`src/hw/rtl/bra_pkg.sv`:
```
package bra_pkg;

    localparam int MAX_SLOTS     = 256;
    localparam int MAX_SCATTERED = 16;
    localparam int MAX_COUNT     = 64;

    // The bitmap is kept as words of WORD_W bits, one word per memory entry.
    localparam int WORD_W    = 8;
    localparam int NUM_WORDS = MAX_SLOTS / WORD_W;
    localparam int BIT_W     = $clog2(WORD_W);
    localparam int WADDR_W   = $clog2(NUM_WORDS);
    localparam int SLOT_W    = WADDR_W + BIT_W;
    localparam int ISSUE_W   = WADDR_W + 1;

    // Fixed field widths.
    localparam int POOL_W   = 9;
    localparam int CNT_W    = 7;
    localparam int OP_W     = 2;
    localparam int REL_W    = 16;
    localparam int STAT_W   = 2;
    localparam int INDEX_W  = 8;
    localparam int CFG_W    = 9;
    localparam int CFG_IDX_W = 1;

    typedef enum logic [OP_W-1:0] {
        OP_CONTIG  = 2'd0,
        OP_SCATTER = 2'd1,
        OP_RELEASE = 2'd2,
        OP_NONE    = 2'd3
    } opcode_t;

    typedef enum logic [STAT_W-1:0] {
        STAT_OK        = 2'd0,
        STAT_NOSPACE   = 2'd1,
        STAT_NOTPERM   = 2'd2,
        STAT_OVERLIMIT = 2'd3
    } status_t;

    localparam logic [CFG_IDX_W-1:0] REG_POOL_SIZE    = 1'd0;
    localparam logic [CFG_IDX_W-1:0] REG_SCATTER_LOCK = 1'd1;

    typedef enum logic [2:0] {
        S_IDLE,
        S_SEARCH,
        S_COMMIT_RD,
        S_COMMIT_LOAD,
        S_COMMIT_BIT,
        S_REL_RD,
        S_REL_WR,
        S_RESP
    } state_t;

    typedef struct packed {
        logic              contig;
        logic [CNT_W-1:0]  cnt;
        logic [POOL_W-1:0] pool;
    } scan_ctl_t;

    typedef struct packed {
        logic              hit;
        logic [SLOT_W-1:0] start;
    } scan_res_t;

endpackage

```
`src/hw/rtl/bra_cmd_if.sv`:
```
interface bra_cmd_if import bra_pkg::*; ();
    logic               valid;
    logic               ready;
    logic [OP_W-1:0]    opcode;
    logic [CNT_W-1:0]   count;
    logic [REL_W-1:0]   release_index;

    modport source (output valid, output opcode, output count, output release_index,
                    input ready);
    modport sink (input valid, input opcode, input count, input release_index,
                  output ready);
endinterface

```
`src/hw/rtl/bra_res_if.sv`:
```
interface bra_res_if import bra_pkg::*; ();
    logic               valid;
    logic               ready;
    logic [STAT_W-1:0]  status;
    logic [INDEX_W-1:0] slot_index;
    logic               index_valid;
    logic               last;

    modport source (output valid, output status, output slot_index, output index_valid,
                    output last, input ready);
    modport sink (input valid, input status, input slot_index, input index_valid,
                  input last, output ready);
endinterface

```
`src/hw/rtl/bitmap_resource_allocator.sv`:
```
// Bitmap resource allocator with first-fit search over a pool of up to 256 slots.
// Commands arrive on the cmd channel (opcode, count, release_index) and results
// leave on the res channel, one transfer per assigned slot, the final one marked
// by last. A failed assign, a zero-count assign and a release each give a single
// result; opcode 3 gives none. Registers are written through cfg_we/cfg_index/
// cfg_data; the user must write them only while no command is in progress, as
// the block itself does not enforce this. One command is handled at a time.
// An assign reads the bitmap one 8-bit word per cycle from a single memory;
// a successful assign then marks and reports its slots word by word, with a
// read, a load and a bit-marking step per word. A release inside the pool reads
// the bitmap word and writes it back with the slot cleared before its result.
// After reset every slot is free and the registers hold pool_size 256 and
// scatter_lock 0; per-word valid bits make the bitmap read as free at once, so
// there is no clearing pass. When the receiver stalls, the result register holds
// its transfer and the block waits; a new command is taken while the final
// result of the previous one still waits in that register.
module bitmap_resource_allocator import bra_pkg::*;
(
    input  logic                 clk,
    input  logic                 rst_n,
    input  logic                 cfg_we,
    input  logic [CFG_IDX_W-1:0] cfg_index,
    input  logic [CFG_W-1:0]     cfg_data,
    bra_cmd_if.sink              cmd,
    bra_res_if.source            res
);

    state_t              state_reg,        state_next;
    logic [POOL_W-1:0]   pool_size_reg;
    logic                scatter_lock_reg;
    logic                is_contig_reg,    is_contig_next;
    logic [CNT_W-1:0]    cnt_reg,          cnt_next;
    logic [SLOT_W-1:0]   lo_reg,           lo_next;
    logic [WADDR_W-1:0]  wi_reg,           wi_next;
    logic [WORD_W-1:0]   work_reg,         work_next;
    logic [CNT_W-1:0]    remain_reg,       remain_next;
    logic [SLOT_W-1:0]   rel_reg,          rel_next;
    logic [STAT_W-1:0]   status_reg,       status_next;
    logic [ISSUE_W-1:0]  issue_reg,        issue_next;
    logic                pend_reg,         pend_next;
    logic [WADDR_W-1:0]  pend_word_reg;
    logic                last_proc_reg;
    logic                out_valid_reg,    out_valid_next;
    logic [STAT_W-1:0]   out_status_reg,   out_status_next;
    logic [INDEX_W-1:0]  out_index_reg,    out_index_next;
    logic                out_ivalid_reg,   out_ivalid_next;
    logic                out_last_reg,     out_last_next;

    logic [POOL_W-1:0]   pool_eff;
    logic                out_free;
    logic [WADDR_W-1:0]  rd_addr;
    logic [WORD_W-1:0]   rd_data;
    logic                wr_en;
    logic [WADDR_W-1:0]  wr_addr;
    logic [WORD_W-1:0]   wr_data;
    logic                scan_clear;
    scan_ctl_t           scan_ctl;
    scan_res_t           scan_res;
    logic [WORD_W-1:0]   pick_mask;
    logic                pick_any;
    logic [BIT_W-1:0]    pick_bit;

    assign pool_eff = (pool_size_reg > POOL_W'(MAX_SLOTS)) ? POOL_W'(MAX_SLOTS) : pool_size_reg;
    assign out_free = !out_valid_reg || res.ready;

    assign scan_ctl.contig = is_contig_reg;
    assign scan_ctl.cnt    = cnt_reg;
    assign scan_ctl.pool   = pool_eff;

    bra_mem u_mem
    (
        .clk     (clk),
        .rst_n   (rst_n),
        .rd_addr (rd_addr),
        .rd_data (rd_data),
        .wr_en   (wr_en),
        .wr_addr (wr_addr),
        .wr_data (wr_data)
    );

    bra_scan u_scan
    (
        .clk      (clk),
        .rst_n    (rst_n),
        .clear    (scan_clear),
        .word_en  (pend_reg),
        .word_idx (pend_word_reg),
        .word     (rd_data),
        .ctl      (scan_ctl),
        .res      (scan_res)
    );

    // Slots of the current word still to be taken: free, inside the pool and
    // at or above the start of the chosen run. The lowest one goes next.
    always_comb
    begin
        logic [POOL_W-1:0] slot;
        pick_any = 1'b0;
        pick_bit = '0;
        for (int j = 0; j < WORD_W; j++)
        begin
            slot = POOL_W'({wi_reg, BIT_W'(j)});
            pick_mask[j] = !work_reg[j] && (slot < pool_eff)
                           && (slot[SLOT_W-1:0] >= lo_reg);
        end
        for (int j = WORD_W - 1; j >= 0; j--)
        begin
            if (pick_mask[j])
            begin
                pick_any = 1'b1;
                pick_bit = BIT_W'(j);
            end
        end
    end

    always_comb
    begin
        state_next      = state_reg;
        is_contig_next  = is_contig_reg;
        cnt_next        = cnt_reg;
        lo_next         = lo_reg;
        wi_next         = wi_reg;
        work_next       = work_reg;
        remain_next     = remain_reg;
        rel_next        = rel_reg;
        status_next     = status_reg;
        issue_next      = issue_reg;
        pend_next       = 1'b0;
        out_valid_next  = out_valid_reg && !res.ready;
        out_status_next = out_status_reg;
        out_index_next  = out_index_reg;
        out_ivalid_next = out_ivalid_reg;
        out_last_next   = out_last_reg;
        rd_addr         = '0;
        wr_en           = 1'b0;
        wr_addr         = wi_reg;
        wr_data         = work_reg;
        scan_clear      = 1'b0;

        case (state_reg)
            S_IDLE:
            begin
                if (cmd.valid)
                begin
                    is_contig_next = (cmd.opcode == OP_CONTIG);
                    cnt_next       = cmd.count;
                    issue_next     = '0;
                    scan_clear     = 1'b1;
                    case (cmd.opcode)
                        OP_RELEASE:
                        begin
                            rel_next = cmd.release_index[SLOT_W-1:0];
                            if (cmd.release_index < REL_W'(pool_eff))
                            begin
                                state_next = S_REL_RD;
                            end
                            else
                            begin
                                status_next = STAT_OK;
                                state_next  = S_RESP;
                            end
                        end
                        OP_CONTIG:
                        begin
                            if (cmd.count > CNT_W'(MAX_COUNT))
                            begin
                                status_next = STAT_NOSPACE;
                                state_next  = S_RESP;
                            end
                            else if (cmd.count == '0)
                            begin
                                status_next = STAT_OK;
                                state_next  = S_RESP;
                            end
                            else
                            begin
                                state_next = S_SEARCH;
                            end
                        end
                        OP_SCATTER:
                        begin
                            if (scatter_lock_reg)
                            begin
                                status_next = STAT_NOTPERM;
                                state_next  = S_RESP;
                            end
                            else if (cmd.count > CNT_W'(MAX_SCATTERED))
                            begin
                                status_next = STAT_OVERLIMIT;
                                state_next  = S_RESP;
                            end
                            else if (cmd.count == '0)
                            begin
                                status_next = STAT_OK;
                                state_next  = S_RESP;
                            end
                            else
                            begin
                                state_next = S_SEARCH;
                            end
                        end
                        default:
                        begin
                            state_next = S_IDLE;
                        end
                    endcase
                end
            end

            S_SEARCH:
            begin
                // Reads stream one word per cycle; the scan unit sees each word
                // the cycle after its read.
                rd_addr = issue_reg[WADDR_W-1:0];
                if (issue_reg < ISSUE_W'(NUM_WORDS))
                begin
                    issue_next = issue_reg + ISSUE_W'(1);
                    pend_next  = 1'b1;
                end
                if (scan_res.hit)
                begin
                    lo_next     = scan_res.start;
                    wi_next     = scan_res.start[SLOT_W-1:BIT_W];
                    remain_next = cnt_reg;
                    state_next  = S_COMMIT_RD;
                end
                else if (last_proc_reg)
                begin
                    status_next = STAT_NOSPACE;
                    state_next  = S_RESP;
                end
            end

            S_COMMIT_RD:
            begin
                rd_addr    = wi_reg;
                state_next = S_COMMIT_LOAD;
            end

            S_COMMIT_LOAD:
            begin
                work_next  = rd_data;
                state_next = S_COMMIT_BIT;
            end

            S_COMMIT_BIT:
            begin
                if ((remain_reg == '0) || !pick_any)
                begin
                    wr_en = 1'b1;
                    if (remain_reg == '0)
                    begin
                        state_next = S_IDLE;
                    end
                    else
                    begin
                        wi_next    = wi_reg + WADDR_W'(1);
                        state_next = S_COMMIT_RD;
                    end
                end
                else if (out_free)
                begin
                    out_valid_next      = 1'b1;
                    out_status_next     = STAT_OK;
                    out_index_next      = INDEX_W'({wi_reg, pick_bit});
                    out_ivalid_next     = 1'b1;
                    out_last_next       = (remain_reg == CNT_W'(1));
                    work_next[pick_bit] = 1'b1;
                    remain_next         = remain_reg - CNT_W'(1);
                end
            end

            S_REL_RD:
            begin
                rd_addr    = rel_reg[SLOT_W-1:BIT_W];
                state_next = S_REL_WR;
            end

            S_REL_WR:
            begin
                wr_en                  = 1'b1;
                wr_addr                = rel_reg[SLOT_W-1:BIT_W];
                wr_data                = rd_data;
                wr_data[rel_reg[BIT_W-1:0]] = 1'b0;
                status_next            = STAT_OK;
                state_next             = S_RESP;
            end

            S_RESP:
            begin
                if (out_free)
                begin
                    out_valid_next  = 1'b1;
                    out_status_next = status_reg;
                    out_index_next  = '0;
                    out_ivalid_next = 1'b0;
                    out_last_next   = 1'b1;
                    state_next      = S_IDLE;
                end
            end

            default:
            begin
                state_next = S_IDLE;
            end
        endcase
    end

    always_ff @(posedge clk or negedge rst_n)
    begin
        if (!rst_n)
        begin
            state_reg        <= S_IDLE;
            pool_size_reg    <= POOL_W'(MAX_SLOTS);
            scatter_lock_reg <= 1'b0;
            issue_reg        <= '0;
            pend_reg         <= 1'b0;
            last_proc_reg    <= 1'b0;
            out_valid_reg    <= 1'b0;
            remain_reg       <= '0;
        end
        else
        begin
            state_reg     <= state_next;
            issue_reg     <= issue_next;
            pend_reg      <= pend_next;
            last_proc_reg <= pend_reg && (pend_word_reg == WADDR_W'(NUM_WORDS - 1));
            out_valid_reg <= out_valid_next;
            remain_reg    <= remain_next;
            if (cfg_we)
            begin
                case (cfg_index)
                    REG_POOL_SIZE:    pool_size_reg    <= cfg_data;
                    REG_SCATTER_LOCK: scatter_lock_reg <= cfg_data[0];
                    default:          pool_size_reg    <= pool_size_reg;
                endcase
            end
        end
    end

    always_ff @(posedge clk)
    begin
        is_contig_reg  <= is_contig_next;
        cnt_reg        <= cnt_next;
        lo_reg         <= lo_next;
        wi_reg         <= wi_next;
        work_reg       <= work_next;
        rel_reg        <= rel_next;
        status_reg     <= status_next;
        pend_word_reg  <= issue_reg[WADDR_W-1:0];
        out_status_reg <= out_status_next;
        out_index_reg  <= out_index_next;
        out_ivalid_reg <= out_ivalid_next;
        out_last_reg   <= out_last_next;
    end

    assign cmd.ready       = (state_reg == S_IDLE);
    assign res.valid       = out_valid_reg;
    assign res.status      = out_status_reg;
    assign res.slot_index  = out_index_reg;
    assign res.index_valid = out_ivalid_reg;
    assign res.last        = out_last_reg;

endmodule

```
`src/hw/rtl/bra_mem.sv`:
```
module bra_mem import bra_pkg::*;
(
    input  logic               clk,
    input  logic               rst_n,
    input  logic [WADDR_W-1:0] rd_addr,
    output logic [WORD_W-1:0]  rd_data,
    input  logic               wr_en,
    input  logic [WADDR_W-1:0] wr_addr,
    input  logic [WORD_W-1:0]  wr_data
);

    logic [WORD_W-1:0]    ram [NUM_WORDS];
    logic [WORD_W-1:0]    data_reg;
    logic [NUM_WORDS-1:0] valid_reg;
    logic                 rd_vld_reg;

    always_ff @(posedge clk)
    begin
        if (wr_en)
        begin
            ram[wr_addr] <= wr_data;
        end
        data_reg <= ram[rd_addr];
    end

    // A word never written since reset reads as all free.
    always_ff @(posedge clk or negedge rst_n)
    begin
        if (!rst_n)
        begin
            valid_reg  <= '0;
            rd_vld_reg <= 1'b0;
        end
        else
        begin
            if (wr_en)
            begin
                valid_reg[wr_addr] <= 1'b1;
            end
            rd_vld_reg <= valid_reg[rd_addr];
        end
    end

    assign rd_data = rd_vld_reg ? data_reg : '0;

endmodule

```
`src/hw/rtl/bra_scan.sv`:
```
module bra_scan import bra_pkg::*;
(
    input  logic               clk,
    input  logic               rst_n,
    input  logic               clear,
    input  logic               word_en,
    input  logic [WADDR_W-1:0] word_idx,
    input  logic [WORD_W-1:0]  word,
    input  scan_ctl_t          ctl,
    output scan_res_t          res
);

    logic [CNT_W-1:0]  run_len_reg,   run_len_next;
    logic [SLOT_W-1:0] run_start_reg, run_start_next;
    logic [POOL_W-1:0] free_cnt_reg,  free_cnt_next;
    logic              found_reg,     found_next;

    always_comb
    begin
        logic [POOL_W-1:0] slot;
        logic              free;
        run_len_next   = run_len_reg;
        run_start_next = run_start_reg;
        free_cnt_next  = free_cnt_reg;
        found_next     = found_reg;
        for (int j = 0; j < WORD_W; j++)
        begin
            slot = POOL_W'({word_idx, BIT_W'(j)});
            free = !word[j] && (slot < ctl.pool);
            if (ctl.contig && !found_next)
            begin
                if (free)
                begin
                    if (run_len_next == '0)
                    begin
                        run_start_next = slot[SLOT_W-1:0];
                    end
                    run_len_next = run_len_next + CNT_W'(1);
                    if (run_len_next == ctl.cnt)
                    begin
                        found_next = 1'b1;
                    end
                end
                else
                begin
                    run_len_next = '0;
                end
            end
            if (!ctl.contig && free)
            begin
                free_cnt_next = free_cnt_next + POOL_W'(1);
            end
        end
        // Scattered: enough free slots seen so far means the request fits.
        if (!ctl.contig && (free_cnt_next >= POOL_W'(ctl.cnt)))
        begin
            found_next = 1'b1;
        end
    end

    always_ff @(posedge clk or negedge rst_n)
    begin
        if (!rst_n)
        begin
            run_len_reg   <= '0;
            run_start_reg <= '0;
            free_cnt_reg  <= '0;
            found_reg     <= 1'b0;
        end
        else if (clear)
        begin
            run_len_reg   <= '0;
            run_start_reg <= '0;
            free_cnt_reg  <= '0;
            found_reg     <= 1'b0;
        end
        else if (word_en && !found_reg)
        begin
            run_len_reg   <= run_len_next;
            run_start_reg <= run_start_next;
            free_cnt_reg  <= free_cnt_next;
            found_reg     <= found_next;
        end
    end

    assign res.hit   = found_reg;
    assign res.start = run_start_reg;

endmodule

```
`src/flat_wrapper.sv`:
```
// flat-port wrapper written by rule: the top's interface ports become plain ports
module bitmap_resource_allocator_flat import bra_pkg::*;
  (clk, rst_n, cfg_we, cfg_index, cfg_data, cmd_valid, cmd_opcode, cmd_count, cmd_release_index, cmd_ready, res_valid, res_status, res_slot_index, res_index_valid, res_last, res_ready);
  bra_cmd_if cmd_i ();
  bra_res_if res_i ();
  input  logic clk;
  input  logic rst_n;
  input  logic cfg_we;
  input  logic [CFG_IDX_W-1:0] cfg_index;
  input  logic [CFG_W-1:0] cfg_data;
  input wire logic [$bits(cmd_i.valid)-1:0] cmd_valid;
  input wire logic [$bits(cmd_i.opcode)-1:0] cmd_opcode;
  input wire logic [$bits(cmd_i.count)-1:0] cmd_count;
  input wire logic [$bits(cmd_i.release_index)-1:0] cmd_release_index;
  output wire logic [$bits(cmd_i.ready)-1:0] cmd_ready;
  output wire logic [$bits(res_i.valid)-1:0] res_valid;
  output wire logic [$bits(res_i.status)-1:0] res_status;
  output wire logic [$bits(res_i.slot_index)-1:0] res_slot_index;
  output wire logic [$bits(res_i.index_valid)-1:0] res_index_valid;
  output wire logic [$bits(res_i.last)-1:0] res_last;
  input wire logic [$bits(res_i.ready)-1:0] res_ready;
  assign cmd_i.valid = cmd_valid;
  assign cmd_i.opcode = cmd_opcode;
  assign cmd_i.count = cmd_count;
  assign cmd_i.release_index = cmd_release_index;
  assign cmd_ready = cmd_i.ready;
  assign res_valid = res_i.valid;
  assign res_status = res_i.status;
  assign res_slot_index = res_i.slot_index;
  assign res_index_valid = res_i.index_valid;
  assign res_last = res_i.last;
  assign res_i.ready = res_ready;
  bitmap_resource_allocator u_core (.clk(clk), .rst_n(rst_n), .cfg_we(cfg_we), .cfg_index(cfg_index), .cfg_data(cfg_data), .cmd(cmd_i), .res(res_i));
endmodule
```
`config.mk`:
```
export PLATFORM = sky130hd
export DESIGN_NAME = bitmap_resource_allocator_flat
export DESIGN_NICKNAME = d
export VERILOG_FILES = /design/src/hw/rtl/bra_pkg.sv /design/src/hw/rtl/bra_cmd_if.sv /design/src/hw/rtl/bra_res_if.sv /design/src/hw/rtl/bitmap_resource_allocator.sv /design/src/hw/rtl/bra_mem.sv /design/src/hw/rtl/bra_scan.sv /design/src/flat_wrapper.sv
export SDC_FILE = /design/constraint.sdc
export NUM_CORES = 1
export LEC_CHECK = 0
export BUFFER_PORTS_ARGS = -buffer_cell sky130_fd_sc_hd__buf_4
export CAP_MARGIN = 20
export CORE_UTILIZATION = 30
export DETAILED_ROUTE_END_ITERATION = 8
export PLACE_DENSITY_LB_ADDON = 0.25
export SYNTH_ARGS = -nofsm -noshare
export SYNTH_HDL_FRONTEND = slang
export SYNTH_SLANG_ARGS = --single-unit
```
`constraint.sdc`:
```
create_clock -name clk -period 16 [get_ports clk]
set_input_delay 2.4 -clock clk [delete_from_list [all_inputs] [get_ports clk]]
set_output_delay 2.4 -clock clk [all_outputs]
set_load 0.01 [all_outputs]
```
Yosys cells after proc, flatten, opt, wreduce, memory -nomap -nowiden
Memory sizes are Yosys's and may differ from the RTL's. A register that Yosys moved wholly into a read port is not among the register bits.
Index checks and enable logic that the tools add are counted.
{"block": "word_totals", "mem_bits_ro": 0, "latch_bits": 0, "n_memories": 1, "ram_bits": 256, "register_bits": 143}
{"name": "u_core.u_mem.ram", "words": 32, "width": 8, "read_ports": 1, "rd_clocked_by_memory_dff": 1, "write_ports": 1, "line": "bra_mem.sv:12", "rtl": "logic [WORD_W-1:0] ram [NUM_WORDS];"}
{"block": "op_classes", "mul": 0, "add_sub_neg": 19, "n_mux": 173, "n_reduce_logical": 107, "n_lt_le_gt_ge": 37, "eq_ne": 32, "shifts": 0, "div_mod_pow": 0, "bitwise": 5}
{"cell": "$mux W8", "count": 33}
{"cell": "$mux W7", "count": 21}
{"cell": "$lt A8 B9 Y1", "count": 16}
{"cell": "$mux W9", "count": 11}
{"cell": "$add A9 B1 Y9 const B", "count": 8}
{"cell": "$logic_not A7 Y1", "count": 10}
{"cell": "$ge A8 B8 Y1", "count": 8}
{"cell": "$add A7 B1 Y7 const B", "count": 8}
{"cell": "$eq A7 B7 Y1", "count": 8}
{"cell": "$mux W1", "count": 53}
{"cell": "$mux W3", "count": 17}
{"cell": "$logic_and A1 B1 Y1", "count": 47}
{"cell": "$or A32 B32 Y32", "count": 1}
{"cell": "$pmux W8 S2", "count": 2}
{"cell": "$logic_not A1 Y1", "count": 28}
{"cell": "$mux W2", "count": 13}
{"cell": "$pmux W3 S8", "count": 1}
{"cell": "$mux W5", "count": 4}
{"cell": "$lt A16 B9 Y1", "count": 1}
{"cell": "$reduce_and A4 Y1", "count": 4}
{"cell": "$pmux W5 S3", "count": 1}
{"cell": "$pmux W7 S2", "count": 1}
{"cell": "$eq A3 B3 Y1 const B", "count": 4}
{"cell": "$lt A5 B6 Y1 const B", "count": 2}
{"cell": "other kinds (44)", "count": 71}

Longest topological paths before layout
Gate-level depths: netlist of the first run.
{"block": "depth", "ltp_word": 38, "ltp_mapped": 50, "ltp_nobuf": 45}

Cells and area by module
From an unflattened synthesis of the first run, not the netlist that was laid out.
{"block": "hier_totals", "hier_cells": 2066, "area_unflattened_um2": 24025.5}
{"module": "bra_mem", "n_inst": 1, "seq_area_each_um2": 8673.3, "area_per_inst_um2": 11384.7, "cells_each": 503}
{"module": "bra_scan", "n_inst": 1, "seq_area_each_um2": 625.6, "area_per_inst_um2": 7568.5, "cells_each": 1054}
{"module": "bitmap_resource_allocator", "n_inst": 1, "seq_area_each_um2": 2358.5, "area_per_inst_um2": 5072.4, "cells_each": 509}

Least setup slack after synthesis of the first run
Ideal clock, no wire load.
{"block": "synth_timing", "path_type": "reg-to-reg", "start": "reg u_core.pool_size_reg[8]", "end": "reg u_core.u_scan.run_start_reg[3]", "path_stages_with_launch": 44, "setup_slack_ns": 6.411, "arrival_ns": 9.468, "t_required_ns": 15.878, "n_path_buf": 6, "path_cell_list": "dfstp_2 -> buf_4 -> inv_1 -> clkbuf_1 -> nand2_1 -> ha_1 -> a211oi_2 -> o22a_1 -> nand3_1 -> or4_1 -> buf_4 -> a21oi_2 -> nor2_1 -> inv_1 -> ha_1 -> clkbuf_1 -> o2111a_2 -> xnor3_1 -> [8 not listed] -> and3_1 -> o211a_2 -> a21oi_1 -> buf_2 -> mux2_2 -> inv_1 -> ha_1 -> inv_1 -> nor3_1 -> o2111ai_1 -> o311ai_2 -> a21boi_1 -> nand4_1 -> o311ai_1 -> and4b_1 -> nand4_1 -> nand4_1 -> a32o_1"}
{"block": "synth_between", "elab_chain_cells": 36}
{"element": "from (decl)", "line": "bitmap_resource_allocator.sv:29", "rtl": "logic [POOL_W-1:0] pool_size_reg;"}
{"element": "from (signal assigned)", "line": "bitmap_resource_allocator.sv:314", "rtl": "pool_size_reg <= POOL_W'(MAX_SLOTS);"}
{"element": "from (signal assigned)", "line": "bitmap_resource_allocator.sv:333", "rtl": "REG_POOL_SIZE: pool_size_reg <= cfg_data;"}
{"element": "from (signal assigned)", "line": "bitmap_resource_allocator.sv:335", "rtl": "default: pool_size_reg <= pool_size_reg;"}
{"element": "$gt A9 B9 Y1", "line": "bitmap_resource_allocator.sv:63", "rtl": "assign pool_eff = (pool_size_reg > POOL_W'(MAX_SLOTS)) ? POOL_W'(MAX_SLOTS) : pool_size_reg;"}
{"element": "$mux W9 (*)", "line": "bitmap_resource_allocator.sv:63"}
{"element": "branches (longest 31 deep; another with $lt A8 B9 Y1)"}
{"element": "$mux W8 (*)", "line": "bra_scan.sv:30", "rtl": "if (ctl.contig && !found_next)"}
{"element": "$mux W8 (*)", "line": "bra_scan.sv:77", "rtl": "else if (word_en && !found_reg)"}
{"element": "$mux W8 (*)", "line": "bra_scan.sv:70", "rtl": "else if (clear)"}
{"element": "to (signal assigned)", "line": "bra_scan.sv:80", "rtl": "run_start_reg <= run_start_next;"}
{"element": "to (decl)", "line": "bra_scan.sv:14", "rtl": "logic [SLOT_W-1:0] run_start_reg, run_start_next;"}
Mark *: on every way between the ends. The select of a mux whose other input is x is not followed.
A chain may end at the register's enable or synchronous reset.

Worst setup path in the final report of the first run
{"block": "layout_timing", "start": "reg u_core.pool_size_reg[8]", "end": "reg u_core.u_scan.run_start_reg[7]"}
The elaborated chain is that of the path after synthesis.

==> reports/results.ini, run 1 <==
[route]
drtIter0Drc = 1521
viasPerCell = 5.52
routed-wl-met3_mm = 3.83
dr.pass1.iters = 5
wl_per_cell_um = 22.1
routed_wl_mm = 75.2
ant_nets = 0
drcViolationCount = 0
met2_length_mm = 33.0
highest_layer = met4
vias = 18800
met1_length_mm = 36.4

[yosys]
yosys.area_share.simple = 0.195
ys_top_cells_by_count = 307 x edfxtp_1, 272 x nand2_1, 123 x a211oi_1
synth-compound-area-share = 0.191
async_flop_share = 0.214
synthMostInstantiatedCell = edfxtp_1
synth.avg_cell_area_um2 = 10.3
mappedNetlistArea_um2 = 23800
netlist.area_leader.share = 0.388
ys_seq_area_frac = 0.490
synth_top_family_by_area = simple AND/OR/NAND/NOR gates
ys_types = 125
synth_edf_count = 307
synth_xor_area_frac = 0.0478
synth.mux.area_fraction = 0.0121
synth-main-ff-cell = edfxtp_1
yosysWarnings = 0
yosysTopAreaCell = edfxtp_1
syn_nets = 2399
syn_inst = 2298
yosys-top-cells-area = edfxtp_1 39%, dfrtp_1 9.1%, nand2_1 4.3%
post_synth_fa_ha_maj_area_fraction = 0.0334
synth_seq_cells = 407

[placed_design]
gp_congestion = 0.894
port_buffers = 53
dp_cells = 3305
place_area_um2 = 25300
place_hpwl_mm = 53.1

[worst_setup_path]
start_kind = flip-flop
critPathMaxStageDelay_ns = 0.83
cp_data_arrival_time_ns = 11.99
path_depth = 38
worst-setup-path-type = reg2reg
cp_top_family = compound AO/OA/AOI/OAI gates
crit_buf_inv = 4
rr_worst_depth = 38
cp.required_ns = 16.47
crit_path_top_delay_cell = or4_1
setup.worst_path.end_class = flip-flop
worstPathMaxFanout = 14

[floorplanning]
die_height_um = 284
core_um2 = 78000
fp.dieW_um = 284
die-area_um2 = 80400
rows = 102
ios = 54
initial_core_util = 0.305

[timing]
max_slew.worst_pin.slew_ns = 1.05
max_slew_margin = 0.291
holdWs_ns = 0.459
layout_min_cycle_time_ns = 11.52
hold_violations = 0
fin_tns_setup_ns = 0
skew_ns = 0.0486
slew_violations = 0
rsz0062_at_grt = no
max_freq_mhz = 86.8
setup_viol = 0
period_share = 0.720

[global_route]
antenna_found_initial = 3
gr-total-overflow = 0
grt_start_max_net_pins = 78
grt_pass1_wl_mm = 114
track_usage = 0.183
grt_pass1_vias = 17900

[layout]
stdcell_area_um2 = 27000
syn_to_final_growth_pct = 13.6
fin_cells = 3398
fillCellCount = 7766
final_nets = 2418
drive_gt1_frac = 0.130
largest_register_ffs = 256

[cts]
numClockSinks = 407
cts_hold_buf = 0
cts_resized = 0
clock_latency_ns = 0.62
clk_pin_slew_ns = 0.07
cts_root_buf = clkbuf_16
cts_setup_buffers = 0
numCtsBuffers = 46
htreeDepth = 2
cts_buffer_depth = 3
cts_tree = built

[flow_run]
maxCapViolCount = 0

[power]
swShare = 0.264
p_leak_nw = 9.17
ir_worst_vdd_v = 0.0000808
comb_power_share = 0.127
p_clk_frac = 0.430
power.internal_mw = 1.89
p_switching_mw = 0.676
p_per_area_nw_per_um2 = 95.0
p_seq_frac = 0.443
finalPower_mw = 2.57

[outcome]
status = completed

[worst_hold_path]
hold_path_depth = 1
hold_class = reg2reg

final cells by class:
cell class                 count  area [um^2]  area share
inverter                      56          210     0.00778
clock inverter                29          358      0.0132
timing repair buffer          95          758      0.0281
sequential                   407        11700       0.432
antenna                        3         7.51    0.000278
multi-input combinational   1711        11500       0.425
tap                         1040         1300      0.0482
clock buffer                  57         1250      0.0464
per-layer routing:
layer / GRT usage / vias up
li1: - / 8804
met1: 0.270 / 9303
met2: 0.280 / 538
met3: 0.0220 / 107
met4: 0.0512 / 0
met5: 0 / -
power by group through the flow:
stage | Combinational (mW) | Sequential (mW) | Clock, mW
detailed placement | 0.320 | 1.16 | 0
floorplan | 0.224 | 1.15 | 0
CTS | 0.322 | 1.14 | 1.13
finish | 0.325 | 1.14 | 1.10
global placement | 0.321 | 1.16 | 0
global route | 0.359 | 1.14 | 1.17
stage by stage:
step	worst slack, ns	utilization
6_report	4.48	0.346
4_1_cts	4.70	0.345
3_5_place_dp	4.78	0.325
3_3_place_gp	5.06	0.325
2_1_floorplan	6.41	-
5_1_grt	3.59	0.346
final timing paths:
check / start / to / slack [ns]
setup / recovery: u_core.pool_size_reg[8]$_DFFE_PN1P_ / u_core.u_scan.run_start_reg[7]$_DFFE_PN0P_ / 4.48
hold / removal: u_core.u_mem.valid_reg[29]$_DFFE_PN0P_ / u_core.u_mem.valid_reg[29]$_DFFE_PN0P_ / 0.46
max in group asynchronous: rst_n / u_core.u_scan.found_reg$_DFFE_PN0P_ / 12.98
hold reg to reg: u_core.u_mem.valid_reg[29]$_DFFE_PN0P_ / u_core.u_mem.valid_reg[29]$_DFFE_PN0P_ / 0.46
setup reg to reg: u_core.pool_size_reg[8]$_DFFE_PN1P_ / u_core.u_scan.run_start_reg[7]$_DFFE_PN0P_ / 4.48
min in group asynchronous: rst_n / u_core.u_mem.valid_reg[8]$_DFFE_PN0P_ / 1.76
cells in the final DEF (no fill, tap or decap), types with 10 or more instances in the layout:
master / instances
a211oi_1: 123
a21o_1: 20
a21oi_1: 86
a22o_1: 11
a22oi_1: 12
a311oi_1: 38
a31oi_1: 50
and2_1: 102
and3_1: 48
and4_1: 14
buf_4: 91
clkbuf_16: 46
clkinv_2: 13
dfrtp_1: 86
dfxtp_1: 13
edfxtp_1: 307
ha_1: 61
inv_1: 52
mux2_2: 20
nand2_1: 272
nand2b_1: 24
nand3_1: 60
nand4_1: 33
nor2_1: 115
nor2b_1: 13
nor3_1: 57
nor3b_1: 13
nor4_1: 22
o211ai_1: 18
o21ai_0: 81
o31ai_1: 10
or2_2: 38
or4_1: 14
xnor2_1: 79
xor2_1: 42
logic make-up (layout without fill, tap and decap cells):
group / count (synthesis) / after routing
xor+xnor: 125 / 125
compound gates: 614 / 614
flops: 407 / 407
other cells: 0 / 3
fa+ha+maj: 64 / 64
simple gates: 882 / 882
buf+inv: 180 / 237
mux: 26 / 26
(Power assumes the default switching activity.)
==> run 2: changes to the inputs <==
==> constraint.sdc (replaced) <==
create_clock -name clk -period 9.96 [get_ports clk]
set_input_delay 1.494 -clock clk [delete_from_list [all_inputs] [get_ports clk]]
set_output_delay 1.494 -clock clk [all_outputs]
set_load 0.01 [all_outputs]
==> run 2 against run 1 <==
Via count rose by 1.3%. Critical path type unchanged. Sequential cell count unchanged. Final cell count grew 1.3%.
==> reports/results.ini, run 2 (synthesis results as in run 1) <==
[cts]
htreeDepth = 2
cts_tree = built
clk_pin_slew_ns = 0.06
cts_hold_buf = 0
numClockSinks = 407
numCtsBuffers = 46
cts_buffer_depth = 3
cts_root_buf = clkbuf_16
clock_latency_ns = 0.63

[global_route]
grt_start_max_net_pins = 145
grt_pass1_vias = 18300
track_usage = 0.185
gr-total-overflow = 0
antenna_found_initial = 1
grt_pass1_wl_mm = 116

[power]
p_seq_frac = 0.435
p_switching_mw = 1.09
swShare = 0.260
power.internal_mw = 3.10
finalPower_mw = 4.19
p_leak_nw = 9.44
comb_power_share = 0.136
p_clk_frac = 0.429
p_per_area_nw_per_um2 = 152
ir_worst_vdd_v = 0.000126

[worst_hold_path]
hold_class = reg2reg
hold_path_depth = 1
hold_start = u_core.u_mem.valid_reg[15]$_DFFE_PN0P_
hold_path_end = u_core.u_mem.valid_reg[15]$_DFFE_PN0P_

[timing]
rsz0062_at_grt = no
fin_tns_setup_ns = 0
final.setup.worst_slack_ns = 0.549
hold_violations = 0
setup_viol = 0
skew_ns = 0.0648
holdWs_ns = 0.459
layout_min_cycle_time_ns = 9.41
max_slew.worst_pin.slew_ns = 1.14
max_slew_margin = 0.231
slew_violations = 0
period_share = 0.945
max_freq_mhz = 106

[floorplanning]
die_height_um = 284
rows = 102
die-area_um2 = 80400
ios = 54
fp.dieW_um = 284
core_um2 = 78000
initial_core_util = 0.305

[placed_design]
place_area_um2 = 25600
port_buffers = 53
dp_cells = 3344
place_ws_ns = -0.104
gp_congestion = 0.928
place_hpwl_mm = 54.7

[layout]
final_nets = 2465
mostFrequentLayoutCells = 307 x edfxtp_1, 271 x nand2_1, 138 x buf_4
stdcell_area_um2 = 27600
insertedDiodeCount = 0
largest_register_ffs = 256
final_core_util = 0.354
fin_cells = 3442
drive_gt1_frac = 0.156
syn_to_final_growth_pct = 16.0
final_common_cell = edfxtp_1

[worst_setup_path]
worst-setup-path-type = reg2reg
cp_data_arrival_time_ns = 9.89
cp-startpoint = u_core.pool_size_reg[8]$_DFFE_PN1P_
rr_worst_depth = 40
start_kind = flip-flop
cp.required_ns = 10.44
cp_common_cell = a21oi_2
crit_buf_inv = 8
critPathMaxStageDelay_ns = 0.62
r2r-start = u_core.pool_size_reg[8]$_DFFE_PN1P_
crit_path_top_delay_cell = or4_1
path_depth = 40
cp_top_family = compound AO/OA/AOI/OAI gates
reg2reg_slack_ns = 0.55
setup.worst_path.end_class = flip-flop
worstPathMaxFanout = 12
r2r_end = u_core.u_scan.run_start_reg[7]$_DFFE_PN0P_

[route]
dr.pass1.iters = 5
drcViolationCount = 0
wl_per_cell_um = 22.2
routed_wl_mm = 76.4
ant_nets = 0
viasPerCell = 5.52
vias = 19000
drtIter0Drc = 1520

[outcome]
status = completed

[flow_run]
maxCapViolCount = 0

## run 2: cell types whose count changed in the layout (fill, tap and decap cells not counted), sizes merged, moves of 2 or more
cell,change
buf,+47
clkbuf,+5
diode,-3
bufinv,+2
clkinv,-7
## run 2: worst max path at each step
stage | to | slack (ns)
floorplan | u_core.u_scan.run_start_reg[3]$_DFFE_PN0P_ | 0.37
global placement | u_core.u_scan.run_start_reg[4]$_DFFE_PN0P_ | 0.22
detailed placement | u_core.u_scan.run_start_reg[7]$_DFFE_PN0P_ | -0.10
CTS | u_core.u_scan.run_start_reg[7]$_DFFE_PN0P_ | 0.003
global route | u_core.u_scan.run_start_reg[4]$_DFFE_PN0P_ | 0.02
finish | u_core.u_scan.run_start_reg[7]$_DFFE_PN0P_ | 0.55
## run 2: repair_timing
| item | CTS | global route |
|---|---|---|
| pin swaps | 1 | 6 |
| resized for setup | 7 | 33 |
| buffers inserted | 0 | 10 |
| setup endpoints to repair | 5 | 16 |
## run 2: per-layer routing
metal / part of all wire / up-vias / track usage
met2: 0.45 / 575 / 0.291
met5: 0 / - / 0
met3: 0.050 / 95 / 0.0222
li1: - / 8879 / -
met1: 0.48 / 9443 / 0.271
met4: 0.020 / 0 / 0.0430
## run 2: layout make-up
cell class,count,area (um^2)
timing repair buffer,142,1100
fill,7767,50400
tap,1040,1300
inverter,56,210
sequential,407,11700
clock buffer,62,1240
multi-input combinational,1711,11700
clock inverter,24,380
## run 2: power groups by stage
stage / Clock [mW] / Combinational (mW) / Sequential (mW)
2_1_floorplan: 0 / 0.360 / 1.85
3_3_place_gp: 0 / 0.530 / 1.86
3_5_place_dp: 0 / 0.529 / 1.86
4_1_cts: 1.84 / 0.534 / 1.82
5_1_grt: 1.91 / 0.624 / 1.82
6_report: 1.80 / 0.568 / 1.82
